<file path="config.mk">
export PLATFORM = sky130hd
export DESIGN_NAME = smeu_ctrl
export DESIGN_NICKNAME = d
export VERILOG_FILES = /design/src/hw/rtl/smeu_pkg.sv /design/src/hw/rtl/smeu_ctrl.sv
export SDC_FILE = /design/constraint.sdc
export NUM_CORES = 1
export LEC_CHECK = 0
export BUFFER_PORTS_ARGS = -buffer_cell sky130_fd_sc_hd__buf_2
export CAP_MARGIN = 10
export CORE_AREA = 5 5 42 44
export DETAILED_ROUTE_END_ITERATION = 16
export DIE_AREA = 0 0 47 49
export PLACE_DENSITY = 0.44
export SYNTH_ARGS = -nofsm -noshare
export SYNTH_HDL_FRONTEND = slang
export SYNTH_SLANG_ARGS = --single-unit
</file>
<file path="constraint.sdc">
create_clock -name clk -period 1.45 [get_ports clk]
set_input_delay 0.0725 -clock clk [delete_from_list [all_inputs] [get_ports clk]]
set_output_delay 0.0725 -clock clk [all_outputs]
set_load 0.01 [all_outputs]
</file>
<file path="src/hw/rtl/smeu_pkg.sv">
// ----------------------------------------------------------------------------
// smeu_pkg: shared types and constants of the stack machine execute unit
// Opcodes, status codes, field widths and the controller/datapath interface.
// ----------------------------------------------------------------------------
package smeu_pkg;

    localparam int DATA_W   = 32;
    localparam int LINE_W   = 11;
    localparam int OP_W     = 4;
    localparam int TGT_W    = 10;
    localparam int SLOT_W   = 6;
    localparam int STAT_W   = 4;
    localparam int IN_W     = 56;
    localparam int OUT_W    = 48;

    // Opcodes
    localparam logic [OP_W-1:0] OP_ADD    = 4'd0;
    localparam logic [OP_W-1:0] OP_SUB    = 4'd1;
    localparam logic [OP_W-1:0] OP_MUL    = 4'd2;
    localparam logic [OP_W-1:0] OP_DIV    = 4'd3;
    localparam logic [OP_W-1:0] OP_ASSIGN = 4'd4;
    localparam logic [OP_W-1:0] OP_VAR    = 4'd5;
    localparam logic [OP_W-1:0] OP_JMP    = 4'd6;
    localparam logic [OP_W-1:0] OP_JMPEQ  = 4'd7;
    localparam logic [OP_W-1:0] OP_JMPGT  = 4'd8;
    localparam logic [OP_W-1:0] OP_JMPLT  = 4'd9;
    localparam logic [OP_W-1:0] OP_CONST  = 4'd10;
    localparam logic [OP_W-1:0] OP_PRINT  = 4'd11;
    localparam logic [OP_W-1:0] OP_HALT   = 4'd12;

    // Status codes
    localparam logic [STAT_W-1:0] ST_RUN     = 4'd0;
    localparam logic [STAT_W-1:0] ST_HALTED  = 4'd1;
    localparam logic [STAT_W-1:0] ST_DIVZERO = 4'd2;
    localparam logic [STAT_W-1:0] ST_BADJUMP = 4'd3;
    localparam logic [STAT_W-1:0] ST_UNDEF   = 4'd4;
    localparam logic [STAT_W-1:0] ST_UNDER   = 4'd5;
    localparam logic [STAT_W-1:0] ST_OVER    = 4'd6;
    localparam logic [STAT_W-1:0] ST_EARLY   = 4'd7;
    localparam logic [STAT_W-1:0] ST_PASTEND = 4'd8;
    localparam logic [STAT_W-1:0] ST_BADOP   = 4'd9;

    // Commands from the controller to the datapath
    typedef struct packed {
        logic load;       // latch the input item, first stack read
        logic cap_r;      // capture the top-of-stack word
        logic rd_second;  // address the second stack word
        logic div_start;  // start the divider
        logic use_quot;   // take the quotient as the result
        logic commit;     // update state and the output register
    } cmd_t;

    // Status from the datapath to the controller
    typedef struct packed {
        logic go_div;
        logic div_last;
        logic stopped;
    } sts_t;

endpackage

</file>
<file path="src/hw/rtl/smeu_ctrl.sv">
// ----------------------------------------------------------------------------
// smeu_ctrl: execute unit controller
// Sequences the stack reads, the divider and the result transfer.
// ----------------------------------------------------------------------------
module smeu_ctrl (
    input  logic              clk,
    input  logic              rst_n,
    input  logic              s_tvalid,
    output logic              s_tready,
    output logic              m_tvalid,
    input  logic              m_tready,
    input  smeu_pkg::sts_t    sts,
    output smeu_pkg::cmd_t    cmd
);

    localparam logic [2:0] S_IDLE = 3'd0;
    localparam logic [2:0] S_RD2  = 3'd1;
    localparam logic [2:0] S_EXEC = 3'd2;
    localparam logic [2:0] S_DIV  = 3'd3;
    localparam logic [2:0] S_FIN  = 3'd4;

    logic [2:0] state_reg, state_next;
    logic       mvalid_reg, mvalid_next;
    logic       out_free;

    assign out_free = !mvalid_reg || m_tready;
    assign s_tready = (state_reg == S_IDLE);
    assign m_tvalid = mvalid_reg;

    // Next state and commands
    always_comb
    begin
        state_next    = state_reg;
        cmd           = '0;
        cmd.rd_second = (state_reg != S_IDLE);
        case (state_reg)
            S_IDLE:
            begin
                if (s_tvalid)
                begin
                    cmd.load   = 1'b1;
                    state_next = S_RD2;
                end
            end
            S_RD2:
            begin
                cmd.cap_r  = 1'b1;
                state_next = S_EXEC;
            end
            S_EXEC:
            begin
                if (sts.go_div)
                begin
                    cmd.div_start = 1'b1;
                    state_next    = S_DIV;
                end
                else if (out_free)
                begin
                    cmd.commit = 1'b1;
                    state_next = S_IDLE;
                end
            end
            S_DIV:
            begin
                if (sts.div_last)
                begin
                    state_next = S_FIN;
                end
            end
            S_FIN:
            begin
                cmd.use_quot = 1'b1;
                if (out_free)
                begin
                    cmd.commit = 1'b1;
                    state_next = S_IDLE;
                end
            end
            default:
            begin
                state_next = S_IDLE;
            end
        endcase
    end

    // Output valid flag
    always_comb
    begin
        mvalid_next = mvalid_reg;
        if (cmd.commit)
        begin
            mvalid_next = 1'b1;
        end
        else if (m_tready)
        begin
            mvalid_next = 1'b0;
        end
    end

    always_ff @(posedge clk or negedge rst_n)
    begin
        if (!rst_n)
        begin
            state_reg  <= S_IDLE;
            mvalid_reg <= 1'b0;
        end
        else
        begin
            state_reg  <= state_next;
            mvalid_reg <= mvalid_next;
        end
    end

endmodule

</file>
==> Yosys cells after proc, flatten, opt, wreduce, memory -nomap -nowiden <==
Index checks and enable logic that the tools add are counted.
{ "word_totals": {"word_cells": 30, "n_memories": 0, "output_inout_bits": 8, "ramBits": 0, "reg_bits": 4, "latch_bits": 0, "input_bits": 7, "romBits": 0} }
{ "op_classes": {"order_cmp": 0, "bitwise": 0, "div_mod_pow": 0, "muxes": 16, "shifts": 0, "eq_ne": 6, "n_mul": 0, "n_addsub": 0, "n_reduce_logical": 6} }
{ "op_table": {"columns": ["operator", "count"], "rows": [
  ["one-hot mux 3 bit (5 select lines)", 1],
  ["2-to-1 mux 3 bit", 4],
  ["2-to-1 mux 1 bit", 10],
  ["== test 3 x 2 -> 1 bit, second input constant", 2],
  ["!= test 2 bit, second input constant", 2],
  ["== test 3 x 1 -> 1 bit, second input constant", 1],
  ["== test 3 bit, second input constant", 1],
  ["zero test 3 bit", 1],
  ["nonzero test 3 bit", 1],
  ["one-hot mux 1 bit (2 select lines)", 1],
  ["AND reduction 2 bit", 1],
  ["nonzero test 2 bit", 1],
  ["zero test 1 bit", 1],
  ["logical OR 1 bit", 1]
]} }

==> Logic depth before layout (Yosys ltp) <==
{ "logic_depth": {"word_depth": 6, "mapped_depth": 5, "ltp_nobuf": 3} }

==> Worst setup path after synthesis <==
OpenSTA, ideal clock, no wires.
{ "synth_timing": {"kind": "register to output", "start": "register state_reg[0]", "end": "output port cmd[0] (netlist bit)", "path_slack_ps": 317, "path_stages_with_launch": 6, "t_arrival_ps": 1060, "path_buffers": 2, "required_ps": 1378, "path_cell_list": "dfrtp_1 -> buf_6 -> nor3b_2 -> nor2_1 -> nor2_1 -> buf_4"} }
{ "synth_rtl": {"columns": ["item", "line_no", "rtl"], "rows": [
  ["start: declaration", "smeu_ctrl.sv:22", "logic [2:0] state_reg, state_next;"],
  ["start signal: assignment", "smeu_ctrl.sv:109", "state_reg <= state_next;"],
  ["end: declaration", "smeu_ctrl.sv:13", "output smeu_pkg::cmd_t cmd"]
]} }

==> results by group <==
Global route
  • M2 GR Usage: 9.05%
  • Met1 Use GR: 5.76%
  • Grt ovf: 0
  • First-pass GRT wire length: slightly above 900 um
  • Global routing usage on met3: 0%
  • Largest net degree at the start of global routing: 9
  • Vias in the first global route: roughly 260
  • GRT Overall Usage: under 10%
  • Busiest grt layer: met2
  • Initial antenna violation count: 0

Hold path
  • Worst Hold Class: primary input to register
  • Hold Crit Endpoint: state_reg[2]
  • Hold depth: 3
  • Worst hold start: sts[1]

Critical path
  • CP delay by family, top: flip-flops
  • Reg2reg start: state_reg[2]
  • Crit Path Class: register to output port
  • WP data arrival: approximately 1.3 ns
  • Worst setup SP type: register
  • Reg2reg setup slack: about 0.33 ns
  • R2R Path End: m_tvalid
  • Worst Path Buf+Inv: 1
  • Most frequent CP cell: nor2_1
  • Crit-path cells: nor4b_2 -> nor2_1 -> nor2_1 -> buf_2
  • CP Data Required Time: roughly 1.4 ns
  • Worst Path Max Fanout: 8
  • Worst reg2reg path depth: 2
  • Nature of the critical path endpoint: output port
  • Delay of the slowest critical-path stage: about 0.46 ns
  • Slowest cell on crit path: dfrtp_2

Routing
  • 1st-iter DRT viols: 4
  • Drt via density: around 4.3
  • WL final: about 620 um
  • Final antenna-violating net count: 0
  • DR WL/cell: approximately 10 um
  • Vias: 255
  • # DRC: 0
  • DRT Pass-1 Iters: 4

Yosys
  • Mapped Nets: 36
  • Register area share after synthesis: between 30% and 40%
  • Synth area leaders: dfrtp_1 (39%), nand2_1 (5.9%), nor2_1 (5.9%), nor4b_2 (5.9%), nor2b_1 (4.9%)
  • Top cell type's share of synthesized area: just under 40%
  • Synth warnings: 0
  • Syn_area_per_cell: between 8 and 9 um2
  • Area leader, netlist: dfrtp_1
  • Yosys cell types: 16
  • Yosys reg bits: 4
  • Synthesized area: ~260 um2
  • Synthesized instance count: 29

Floorplan
  • Die height: slightly below 50 um
  • Die width: about 47 um
  • Initial cell density of the core: 18.3%
  • Boundary Pins: 15
  • Die area: roughly 2300 um2
  • Row Count: 14
  • Total core area: ~1400 um2

Run status
  • Status: complete, no violations

Final layout
  • Footprint of the multi-input gates: about 130 um2
  • Nets: 53
  • Final Util: 25.4%
  • Seq. cell area: a little over 100 um2
  • N_diodes: 0
  • Cell Count, Final, Fillers Out: 60
  • Most frequent cells in the layout: buf_2 (13), nand2_1 (4), nor2_1 (4)
  • Synthesis-to-finish area growth: 39.0%
  • Commonest non-fill, non-tap cell in the layout: buf_2
  • Share of cells above drive strength 1: around half
  • Max reg flops: 3
  • # fillers: around 160
  • Final instance area: ~360 um2

Placed design
  • Routability cong.: 0.646
  • Dpl cell area: roughly 320 um2
  • Port bufs: 13
  • Placed Instances: 56

Timing
  • Period utilisation layout: between 90% and 100%
  • RSZ-0062 raised after global routing: no
  • Worst Tran Pin Value: about 0.26 ns
  • Setup TNS: 0 ns
  • Final hold vios: 0
  • Fin. max-slew vios: 0
  • Max frequency: 0.739 GHz
  • Worst Skew: roughly 0.0007 ns
  • Fin Hold WS: about 0.14 ns
  • Final setup vio count: 0
  • Fin crit period: between 1 and 1.5 ns
  • Rel. slew slack: roughly 82%

Power
  • LEAKAGE: roughly 0.18 nW
  • Power per Cell Area: between 1500 and 2000 nW/um2
  • Worst vdd ir: about 420 uV

Clock network
  • CTS Sinks: 4
  • Worst-Skew Late Latency: approximately 0.23 ns
  • CTS tree: yes
  • Setup Buffers After CTS: 0
  • Clock-pin slew on the worst setup and hold paths: about 0.040 ns
  • CTS Buf Count: 3
  • H-tree Lvls: 1
  • Clock Tree Root: clkbuf_4
  • CTS Buffer Depth: 2

Job
  • Max Cap Viol: 0
through the flow:
stage | power (mW) | worst slack, ns
floorplan | 0.480 | 0.317
detailed placement | 0.572 | 0.312
global placement | 0.573 | 0.307
finish | 0.706 | 0.0963
global route | 0.762 | 0.0191
CTS | 0.718 | 0.0541
metal layers:
metal | wire length, um | vias up
li1 | - | 127
met1 | 258 | 120
met2 | 333 | 8
met3 | 30 | 0
met4 | 0 | 0
met5 | 0 | -
layout make-up:
cell class                 instances  share of cell area, %
tap                               16                   5.61
multi-input combinational         21                   36.5
sequential                         4                   28.4
timing repair buffer              14                   21.1
clock buffer                       3                   6.32
inverter                           2                   2.11
cells by family after synthesis:
family | count (synthesis) | synth area share [%]
simple gates | 16 | 39.5
compound gates | 5 | 11.2
buf+inv | 4 | 10.2
flops | 4 | 39.0
worst max path at each step:
stage,depth (start not counted),end,slack (ns),start
after floorplan,5,cmd[0],0.32,state_reg[0]
after global routing,4,cmd[0],0.02,state_reg[0]
after global placement,4,cmd[0],0.31,state_reg[0]
final,4,cmd[0],0.1,state_reg[0]
after detailed placement,4,cmd[0],0.31,state_reg[0]
after CTS,4,cmd[0],0.05,state_reg[0]
synthesized netlist by cell type (all sizes together):
cell type  n
or3        1
a21oi      2
buf        2
and2       1
nor3       1
dfrtp      4
nand2      4
inv        2
o21ai      2
a31o       1
nor4b      1
nor3b      1
nor2b      2
and3       1
nor2       4
what timing repair did:
item                                    CTS  global route
hold buffers                              1             0
resized for setup                         0             1
endpoints found under the hold margin     4             0
endpoints found under the setup margin    0             1
power by group:
group          internal [mW]  switching, mW  total, mW
Sequential             0.161         0.0766      0.237
Clock                 0.0923         0.0414      0.134
Combinational          0.168          0.167      0.335
Total                  0.422          0.285      0.706
tightest hold or removal path: cells and delay by family:
| family | cells | cell delay, ns |
|---|---|---|
| AO/OA/AOI/OAI | 1 | 0.07 |
| buffers and inverters | 1 | 0.10 |
| AND/OR/NAND/NOR | 1 | 0.07 |
Power figures use the tool's default switching activity.
